File: config.mk
export PLATFORM = sky130hd
export DESIGN_NAME = dark_flat_pixel_calibration
export DESIGN_NICKNAME = d
export VERILOG_FILES = /design/src/hdl/dfpc_pkg.sv /design/src/hdl/dfpc_div_step.sv /design/src/hdl/dark_flat_pixel_calibration.sv
export SDC_FILE = /design/constraint.sdc
export NUM_CORES = 2
export LEC_CHECK = 0
export ABC_AREA = 1
export ABC_CLOCK_PERIOD_IN_PS = 6700
export BUFFER_PORTS_ARGS = -buffer_cell sky130_fd_sc_hd__buf_2
export CAP_MARGIN = 15
export CORE_AREA = 5 5 390 296
export DETAILED_ROUTE_END_ITERATION = 10
export DIE_AREA = 0 0 395 301
export PLACE_DENSITY_LB_ADDON = 0.3
export SYNTH_ARGS = -nofsm -noshare
export SYNTH_HDL_FRONTEND = slang
export SYNTH_SLANG_ARGS = --single-unit
export TNS_END_PERCENT = 1
File: constraint.sdc
create_clock -name clk -period 6.7 [get_ports clk]
set_input_delay 0.335 -clock clk [delete_from_list [all_inputs] [get_ports clk]]
set_output_delay 0.335 -clock clk [all_outputs]
set_load 0.01 [all_outputs]
File: src/hdl/dfpc_pkg.sv
// shared types and constants for the dark and flat pixel calibration block
package dfpc_pkg;

    localparam int PIX_BITS      = 16;
    localparam int CHANNEL_COUNT = 3;
    localparam int MEAN_REGS     = 3;
    localparam int CH_BITS       = 2;
    localparam int CFG_IDX_BITS  = 3;

    localparam logic [PIX_BITS-1:0] PIX_MAX = {PIX_BITS{1'b1}};

    // highest channel that owns a mean register
    localparam int CH_TOP_INT = ((CHANNEL_COUNT < MEAN_REGS) ? CHANNEL_COUNT : MEAN_REGS) - 1;
    localparam logic [CH_BITS-1:0] CH_TOP = CH_BITS'(CH_TOP_INT);

    typedef enum logic [CFG_IDX_BITS-1:0] {
        CFG_APPLY_DARK      = 3'd0,
        CFG_APPLY_FLAT      = 3'd1,
        CFG_FLAT_MEAN_RED   = 3'd2,
        CFG_FLAT_MEAN_GREEN = 3'd3,
        CFG_FLAT_MEAN_BLUE  = 3'd4
    } cfg_reg_t;

    typedef struct packed {
        logic [CH_BITS-1:0]  channel_index;
        logic [PIX_BITS-1:0] light_pixel;
        logic [PIX_BITS-1:0] dark_pixel;
        logic [PIX_BITS-1:0] flat_pixel;
    } pix_in_t;

    typedef struct packed {
        logic [PIX_BITS-1:0] calibrated_pixel;
        logic                was_clipped;
    } pix_out_t;

    // one slot of the divider pipeline
    typedef struct packed {
        logic [PIX_BITS-1:0] rem;
        logic [PIX_BITS-1:0] lo;
        logic [PIX_BITS-1:0] flat;
        logic                done;
        logic [PIX_BITS-1:0] res;
        logic                clip;
    } div_t;

endpackage

File: src/hdl/dfpc_div_step.sv
// one restoring division step: brings in one dividend bit, yields one quotient bit
module dfpc_div_step
    import dfpc_pkg::*;
(
    input  div_t slot_in,
    output div_t slot_out
);

    logic [PIX_BITS:0] shifted;
    logic [PIX_BITS:0] diff;
    logic              ge;

    always_comb
    begin
        shifted = {slot_in.rem, slot_in.lo[PIX_BITS-1]};
        diff    = shifted - {1'b0, slot_in.flat};
        ge      = (shifted >= {1'b0, slot_in.flat});

        slot_out      = slot_in;
        // remainder stays below the divisor, so it fits the pixel width
        slot_out.rem  = ge ? diff[PIX_BITS-1:0] : shifted[PIX_BITS-1:0];
        slot_out.lo   = {slot_in.lo[PIX_BITS-2:0], ge};
    end

endmodule

File: src/hdl/dark_flat_pixel_calibration.sv
// top level: dark subtraction and flat field correction pipeline
//
//  port group   direction  handshake            payload
//  in           into block in_valid / in_stall  in_data  (pix_in_t)
//  out          from block out_valid / out_stall out_data (pix_out_t)
//  cfg          into block cfg_we               cfg_index, cfg_data
//
// one pixel enters per clock while in_stall is low; the stages are: operand stage, multiply,
// rounding add with overflow check, 16 quotient bit stages, output register.
// the divider is fully pipelined, one single-bit stage per quotient bit.
// each stage has its own valid bit and advances when the next one is empty or moving,
// so bubbles close up under a stall and in_stall rises only with the whole pipe full.
// rst_n clears valid bits and apply flags and sets the mean registers to PIX_MAX; no clearing pass is needed.
module dark_flat_pixel_calibration
    import dfpc_pkg::*;
(
    input  logic                    clk,
    input  logic                    rst_n,
    input  logic                    in_valid,
    output logic                    in_stall,
    input  pix_in_t                 in_data,
    output logic                    out_valid,
    input  logic                    out_stall,
    output pix_out_t                out_data,
    input  logic                    cfg_we,
    input  logic [CFG_IDX_BITS-1:0] cfg_index,
    input  logic [PIX_BITS-1:0]     cfg_data
);

    // configuration registers
    logic                apply_dark_reg;
    logic                apply_flat_reg;
    logic [PIX_BITS-1:0] mean_reg [MEAN_REGS];

    always_ff @(posedge clk or negedge rst_n)
    begin
        if (!rst_n)
        begin
            apply_dark_reg <= 1'b0;
            apply_flat_reg <= 1'b0;
            for (int i = 0; i < MEAN_REGS; i++)
            begin
                mean_reg[i] <= PIX_MAX;
            end
        end
        else if (cfg_we)
        begin
            case (cfg_reg_t'(cfg_index))
                CFG_APPLY_DARK:      apply_dark_reg <= cfg_data[0];
                CFG_APPLY_FLAT:      apply_flat_reg <= cfg_data[0];
                CFG_FLAT_MEAN_RED:   mean_reg[0]    <= cfg_data;
                CFG_FLAT_MEAN_GREEN: mean_reg[1]    <= cfg_data;
                CFG_FLAT_MEAN_BLUE:  mean_reg[2]    <= cfg_data;
                default:             ;
            endcase
        end
    end

    // pipeline flow control
    logic              a_v_reg;
    logic              b_v_reg;
    logic [PIX_BITS:0] div_v_reg;
    logic              out_v_reg;

    logic              out_rdy;
    logic [PIX_BITS:0] div_rdy;
    logic              b_rdy;
    logic              a_rdy;

    assign out_rdy          = !out_v_reg || !out_stall;
    assign div_rdy[PIX_BITS] = !div_v_reg[PIX_BITS] || out_rdy;

    genvar g;
    generate
        for (g = 0; g < PIX_BITS; g++)
        begin : g_rdy
            assign div_rdy[g] = !div_v_reg[g] || div_rdy[g+1];
        end
    endgenerate

    assign b_rdy    = !b_v_reg || div_rdy[0];
    assign a_rdy    = !a_v_reg || b_rdy;
    assign in_stall = !a_rdy;

    // stage a: dark subtraction, special cases, mean select
    logic [PIX_BITS:0]   num_next;
    logic [CH_BITS-1:0]  ch_sel;
    logic [PIX_BITS-1:0] mean_next;
    logic                done_next;
    logic [PIX_BITS-1:0] res_next;
    logic                clip_next;
    logic                num_neg;
    logic                num_zero;

    always_comb
    begin
        num_next = {1'b0, in_data.light_pixel};
        if (apply_dark_reg)
        begin
            num_next = {1'b0, in_data.light_pixel} - {1'b0, in_data.dark_pixel};
        end
        num_neg  = num_next[PIX_BITS];
        num_zero = (num_next == '0);

        ch_sel    = (in_data.channel_index > CH_TOP) ? CH_TOP : in_data.channel_index;
        mean_next = mean_reg[ch_sel];

        done_next = 1'b1;
        res_next  = '0;
        clip_next = 1'b0;
        if (num_neg)
        begin
            clip_next = 1'b1;
        end
        else if (!apply_flat_reg)
        begin
            res_next = num_next[PIX_BITS-1:0];
        end
        else if (num_zero)
        begin
            res_next = '0;
        end
        else if (in_data.flat_pixel == '0)
        begin
            res_next  = PIX_MAX;
            clip_next = 1'b1;
        end
        else
        begin
            done_next = 1'b0;
        end
    end

    logic [PIX_BITS-1:0] a_num_reg;
    logic [PIX_BITS-1:0] a_mean_reg;
    logic [PIX_BITS-1:0] a_flat_reg;
    logic                a_done_reg;
    logic [PIX_BITS-1:0] a_res_reg;
    logic                a_clip_reg;

    always_ff @(posedge clk or negedge rst_n)
    begin
        if (!rst_n)
        begin
            a_v_reg <= 1'b0;
        end
        else if (a_rdy)
        begin
            a_v_reg <= in_valid;
        end
    end

    always_ff @(posedge clk)
    begin
        if (a_rdy && in_valid)
        begin
            a_num_reg  <= num_next[PIX_BITS-1:0];
            a_mean_reg <= mean_next;
            a_flat_reg <= in_data.flat_pixel;
            a_done_reg <= done_next;
            a_res_reg  <= res_next;
            a_clip_reg <= clip_next;
        end
    end

    // stage b: numerator times channel mean
    logic [2*PIX_BITS-1:0] b_prod_reg;
    logic [PIX_BITS-1:0]   b_flat_reg;
    logic                  b_done_reg;
    logic [PIX_BITS-1:0]   b_res_reg;
    logic                  b_clip_reg;

    always_ff @(posedge clk or negedge rst_n)
    begin
        if (!rst_n)
        begin
            b_v_reg <= 1'b0;
        end
        else if (b_rdy)
        begin
            b_v_reg <= a_v_reg;
        end
    end

    always_ff @(posedge clk)
    begin
        if (b_rdy && a_v_reg)
        begin
            b_prod_reg <= a_num_reg * a_mean_reg;
            b_flat_reg <= a_flat_reg;
            b_done_reg <= a_done_reg;
            b_res_reg  <= a_res_reg;
            b_clip_reg <= a_clip_reg;
        end
    end

    // stage c: add half the divisor for rounding, catch quotient overflow
    logic [2*PIX_BITS-1:0] dividend;
    logic                  ovf;
    div_t                  c_next;
    div_t                  div_reg [PIX_BITS+1];

    always_comb
    begin
        // max product plus half divisor stays below 2^(2*PIX_BITS)
        dividend = b_prod_reg + {{PIX_BITS{1'b0}}, 1'b0, b_flat_reg[PIX_BITS-1:1]};
        ovf      = (dividend[2*PIX_BITS-1:PIX_BITS] >= b_flat_reg);

        c_next.rem  = dividend[2*PIX_BITS-1:PIX_BITS];
        c_next.lo   = dividend[PIX_BITS-1:0];
        c_next.flat = b_flat_reg;
        c_next.done = b_done_reg || ovf;
        c_next.res  = b_done_reg ? b_res_reg : PIX_MAX;
        c_next.clip = b_done_reg ? b_clip_reg : 1'b1;
    end

    always_ff @(posedge clk or negedge rst_n)
    begin
        if (!rst_n)
        begin
            div_v_reg[0] <= 1'b0;
        end
        else if (div_rdy[0])
        begin
            div_v_reg[0] <= b_v_reg;
        end
    end

    always_ff @(posedge clk)
    begin
        if (div_rdy[0] && b_v_reg)
        begin
            div_reg[0] <= c_next;
        end
    end

    // quotient bit stages, most significant bit first
    generate
        for (g = 1; g <= PIX_BITS; g++)
        begin : g_div
            div_t step_next;

            dfpc_div_step u_step
            (
                .slot_in  (div_reg[g-1]),
                .slot_out (step_next)
            );

            always_ff @(posedge clk or negedge rst_n)
            begin
                if (!rst_n)
                begin
                    div_v_reg[g] <= 1'b0;
                end
                else if (div_rdy[g])
                begin
                    div_v_reg[g] <= div_v_reg[g-1];
                end
            end

            always_ff @(posedge clk)
            begin
                if (div_rdy[g] && div_v_reg[g-1])
                begin
                    div_reg[g] <= step_next;
                end
            end
        end
    endgenerate

    // output register
    pix_out_t out_data_reg;

    always_ff @(posedge clk or negedge rst_n)
    begin
        if (!rst_n)
        begin
            out_v_reg <= 1'b0;
        end
        else if (out_rdy)
        begin
            out_v_reg <= div_v_reg[PIX_BITS];
        end
    end

    always_ff @(posedge clk)
    begin
        if (out_rdy && div_v_reg[PIX_BITS])
        begin
            out_data_reg.calibrated_pixel <= div_reg[PIX_BITS].done ?
                                             div_reg[PIX_BITS].res : div_reg[PIX_BITS].lo;
            out_data_reg.was_clipped      <= div_reg[PIX_BITS].done ?
                                             div_reg[PIX_BITS].clip : 1'b0;
        end
    end

    assign out_valid = out_v_reg;
    assign out_data  = out_data_reg;

endmodule

After elaboration in Yosys (flattened, before gate mapping):

Memory sizes are Yosys's and may differ from the RTL's.
Cells that the tools add are included.

* output and inout bits: 19
* bits of input ports: 74
* memory bits (writable): 1122
* logic and storage cells: 219
* flip-flop bits (word level): 219
* memories kept: 1

Memories
* div_reg: words 17, bits a word 66, rd ports 17, clocked after memory_dff 0, wr ports 17, RTL line dark_flat_pixel_calibration.sv:201 `div_t div_reg [PIX_BITS+1];`

* eq/ne operators: 4
* $add $sub $neg: 18
* $mul: 1
* reductions and logical operators: 72
* $lt $le $gt $ge: 19
* multiplexer cells: 64
* bitwise gates (word level): 2

Operators with widths (count)
* $mux 16: 23
* $ge 17x16->1: 16
* $sub 16x16->16: 16
* $mux 1: 38
* $add 32x15->32: 1
* $bmux 16 s2: 1
* $mul 16x16->32: 1
* $logic_not 1->1: 22
* $logic_or 1x1->1: 21
* $logic_and 1x1->1: 20
* $logic_not 17->1: 1
* $mux 17: 1
* $sub 16x16->17: 1
* $ge 16x16->1: 1
* $logic_not 16->1: 1
* $reduce_and 2->1: 5
* $eq 3x2->1 const B: 2
* $eq 3x1->1 const B: 1
* $eq 3x3->1 const B: 1
* $ge 3x3->1 const B: 1
* $logic_not 3->1: 1
* $not 2->3: 1
* $reduce_or 3->1: 1
* $gt 2x2->1 const B: 1
* other kinds (2): 2

Depth between registers and ports, before layout:

* depth in word-level cells: 22
* mapped depth: 28
* depth with buffers taken out: 26

Modules after synthesis:

From an unflattened synthesis, not the netlist that was laid out.

* cell total of the unflattened synthesis: 8518
* area, all modules: 80499.7 um^2

By module, submodules not included
* dark_flat_pixel_calibration: area an instance 52238.9 um^2, cells an instance 3288, times used 1, sequential area each 39017.4 um^2
* dfpc_div_step at g_div[1].u_step ...: area an instance 1794.2 um^2, cells an instance 333, times used 9, sequential area each 0.0 um^2
* dfpc_div_step at g_div[10].u_step ...: area an instance 1730.4 um^2, cells an instance 319, times used 7, sequential area each 0.0 um^2

Worst setup path after synthesis:

Ideal clock, no wire load.

* path type: register to register
* start point: register a_num_reg[5]
* end point: register b_prod_reg[26] (data pin)
* path buffers: 2
* data required time: 6.440 ns
* period minus slack after synthesis: 5.800 ns
* setup slack: 0.900 ns
* arrival: 5.540 ns
* library setup time: 0.260 ns
* cell stages (with the launch flop): 25
* cell sequence: edfxtp_1 clkbuf_1 clkbuf_1 nand2_1 fa_1 inv_1 fa_1 inv_1 fa_1 inv_1 fa_1 fa_1 inv_1 fa_1 inv_1 ha_1 nand2_1 nor2_1 nand2_1 o21ai_0 a21oi_1 o21bai_1 nand2_1 nand2_1 xor2_1

* word-level cells in the longest chain between the ends: 1

Ends and longest elaborated chain
* from (decl): RTL line dark_flat_pixel_calibration.sv:134 `logic [PIX_BITS-1:0] a_num_reg;`
* from (signal assigned): RTL line dark_flat_pixel_calibration.sv:157 `a_num_reg <= num_next[PIX_BITS-1:0];`
* $mul 16x16->32: RTL line dark_flat_pixel_calibration.sv:189 `b_prod_reg <= a_num_reg * a_mean_reg;`
* to (signal assigned): RTL line dark_flat_pixel_calibration.sv:189
* to (decl): RTL line dark_flat_pixel_calibration.sv:167 `logic [2*PIX_BITS-1:0] b_prod_reg;`

Every way passes these cells.
A chain may end at the register's enable or synchronous reset.

Final worst setup path:

* start point: register a_mean_reg[1]
* end point: register b_prod_reg[26] (data pin)

* word-level cells in the longest chain between the ends: 1

Ends and longest elaborated chain
* from (decl): RTL line dark_flat_pixel_calibration.sv:135 `logic [PIX_BITS-1:0] a_mean_reg;`
* from (signal assigned): RTL line dark_flat_pixel_calibration.sv:158 `a_mean_reg <= mean_next;`
* $mul 16x16->32: RTL line dark_flat_pixel_calibration.sv:189

Every way passes these cells.

==> results by group <==
Run status
  • Status: complete, no violations

Finish
  • Final core utilization: 65.9%
  • Design area: roughly 73000 sq um
  • Area delta synth->final: 10.3%
  • Diode count: 0
  • Most frequent cells in the layout: edfxtp_1 (1239), nand2_1 (968), inv_1 (878)
  • Commonest non-fill, non-tap cell in the layout: edfxtp_1
  • Total Nets Final: 6585
  • Fraction of layout cells with a size suffix above 1: between 8 and 9%
  • Max reg flops: 1090

Detailed routing
  • Routed len/inst: approximately 18 um
  • Vias/cell: 5.48
  • Final WL: around 140000 um
  • 1st-iter DRT viols: around 3800
  • Remaining DRCs: 0
  • Remaining antenna violation count: 0
  • Vias: 40871
  • Drt first pass iters: 7

Clock tree
  • Root buf cell: clkbuf_16
  • Worst-path clk slew: ~0.060 ns
  • Clock sinks: around 1300
  • Clock Latency Late Sink: between 0.7 and 0.8 ns
  • CTS tree: done
  • H-tree depth: 3
  • Post-CTS sizing: 0
  • Clock Tree Buf Depth: 3
  • CTS Buf Count: 120

Logic synthesis
  • Prevailing post-synth register cell: edfxtp_1
  • Yosys warning total: 0
  • Seq cells post-synth: ~1300
  • Syn avg cell area: around 12 sq um
  • Mapped Cells: ~5700
  • Syn Nets: ~6400
  • Synth top area share: 56.1%
  • Sequential area share after synthesis: between 50% and 60%
  • Synth cell types: 65
  • Mapped Area: roughly 66000 sq um
  • Post-synth ARST share: 5.35%
  • Post-synth EDFFs: ~1200
  • Synth area leaders: edfxtp_1 (56%), ha_1 (7.7%), fa_1 (6.4%), nand2_1 (5.5%), inv_1 (5.0%)
  • Dominant cell type by area after synthesis: edfxtp_1

Setup path
  • Crit path launch type: flip-flop
  • Setup CP Type: flip-flop to flip-flop
  • Crit path required time: a little over 7 ns
  • Worst path max stage delay: 0.78 ns
  • Data arrival time of the critical path: around 6.7 ns
  • CP max-delay cell: edfxtp_1
  • FF-to-FF setup slack: 0.46 ns
  • Crit path buf inv count: 3
  • Critical path's top delay family: adder cells
  • CP cell instances: nand2_1 > fa_1 > fa_1 > inv_1 > fa_1 > fa_1 > fa_1 > inv_1 > fa_1 > inv_1 > ha_1 > a21oi_1 > o21ai_0 > a21oi_1 > o21ai_0 > a21oi_1 > o21bai_1 > nand2_1 > nand2_1 > xor2_1
  • Worst path most repeated cell: fa_1
  • Worst-path maximum fanout: 16
  • Worst Setup End Kind: flip-flop

Placement
  • Port Buffer Count: 92
  • Hpwl dp: 99000 um
  • Placed Area: 68300 sq um
  • GPL Wtd Cong: between 0.9 and 1

Die
  • Chip width: ~400 um
  • Initial core utilization: between 50% and 60%
  • Rows: ~110
  • Core ar.: 111000 sq um
  • Ports: between 90 and 100
  • Die ar.: ~120000 sq um
  • Die height: approximately 300 um

Timing
  • RSZ-0062 raised after global routing: false
  • Setup TNS: 0 ns
  • # setup viols final: 0
  • Setup Skew: between 0.05 and 0.06 ns
  • Final count of pins violating max slew: 0
  • Final Cycle Share: 93.1%
  • Fmax: roughly 160 MHz
  • Slew HR: between 20 and 30%
  • Post-layout min period: around 6.2 ns
  • Tightest Pin Transition: about 1.1 ns
  • Final hold vios: 0

Global routing
  • Vias in the first global route: about 40000
  • Total grt overflow: 0
  • Gr usage total: a little under a quarter
  • Initial antenna violation count: 1
  • Global-route wire length before repair: 219000 um
  • Largest net degree at the start of global routing: between 70 and 80

Worst hold path
  • Hold Crit Class: input pin to flip-flop

Flow run
  • Max_cap viols: 0
## layout make-up
| type | count | area, sq um |
|---|---|---|
| Clock inverter | 77 | 963 |
| Clock buffer | 146 | 3130 |
| Sequential cell | 1309 | 39000 |
| Timing Repair Buffer | 205 | 1490 |
| Inverter | 890 | 3340 |
| Fill cell | 8168 | 37800 |
| Multi-Input combinational cell | 3367 | 23400 |
| Tap cell | 1458 | 1820 |
## routing by layer
metal,part of all wire (%),global-route usage (%)
met5,0,0
met4,1.9,4.72
met3,8.4,5.26
met2,44,34.8
met1,46,35.1
## cells by family (layout without fill, tap and decap cells)
kind of cell,after synthesis,count (layout),synth area share [%]
AND/OR/NAND/NOR,1653,1653,10.5
buffers and inverters,1022,1318,6.05
adder cells (fa/ha/maj),618,618,14.1
AO/OA/AOI/OAI,834,834,6.98
XOR/XNOR,230,230,3.04
flip-flops,1309,1309,58.8
multiplexers,32,32,0.513
## tightest hold or removal path, stage by stage
cell     delay (ns)
buf_2          0.09
o21ai_0        0.08
inv_1          0.15
## worst paths after layout
path | depth (start not counted) | startpoint | end
min | 3 | in_data[32] | a_num_reg[0]
max | 20 | a_mean_reg[1] | b_prod_reg[26]
max in group asynchronous | 3 | rst_n | div_v_reg[6]
min reg2reg | 0 | div_reg[0][304] | div_reg[0][371]
max reg2reg | 20 | a_mean_reg[1] | b_prod_reg[26]
min in group asynchronous | 3 | rst_n | apply_flat_reg
## cell usage after synthesis, types with 48 or more instances
| library cell | count |
|---|---|
| a21oi_1 | 461 |
| clkbuf_1 | 84 |
| dfstp_2 | 48 |
| edfxtp_1 | 1239 |
| fa_1 | 211 |
| ha_1 | 407 |
| inv_1 | 886 |
| nand2_1 | 968 |
| nand3_1 | 133 |
| nor2_1 | 360 |
| o21ai_0 | 172 |
| xnor2_1 | 107 |
| xor2_1 | 123 |
## what timing repair did
action | in CTS | in global routing
hold buffers | 42 | 0
hold endpoints to repair | 96 | 0
setup endpoints to repair | 0 | 1
buffers inserted | 0 | 29
## per-stage QoR
step	instances	setup WS [ns]	hold slack, ns
floorplan	5698	0.900	0.0394
global placement	7156	0.484	0.400
detailed placement	7156	0.393	0.405
CTS	7421	0.355	0.0263
global route	7452	0.0235	0.0803
finish	7452	0.465	0.0906
Power is not shown: default switching activity piles up to over one toggle a cycle in this logic, so the estimate is an artifact.
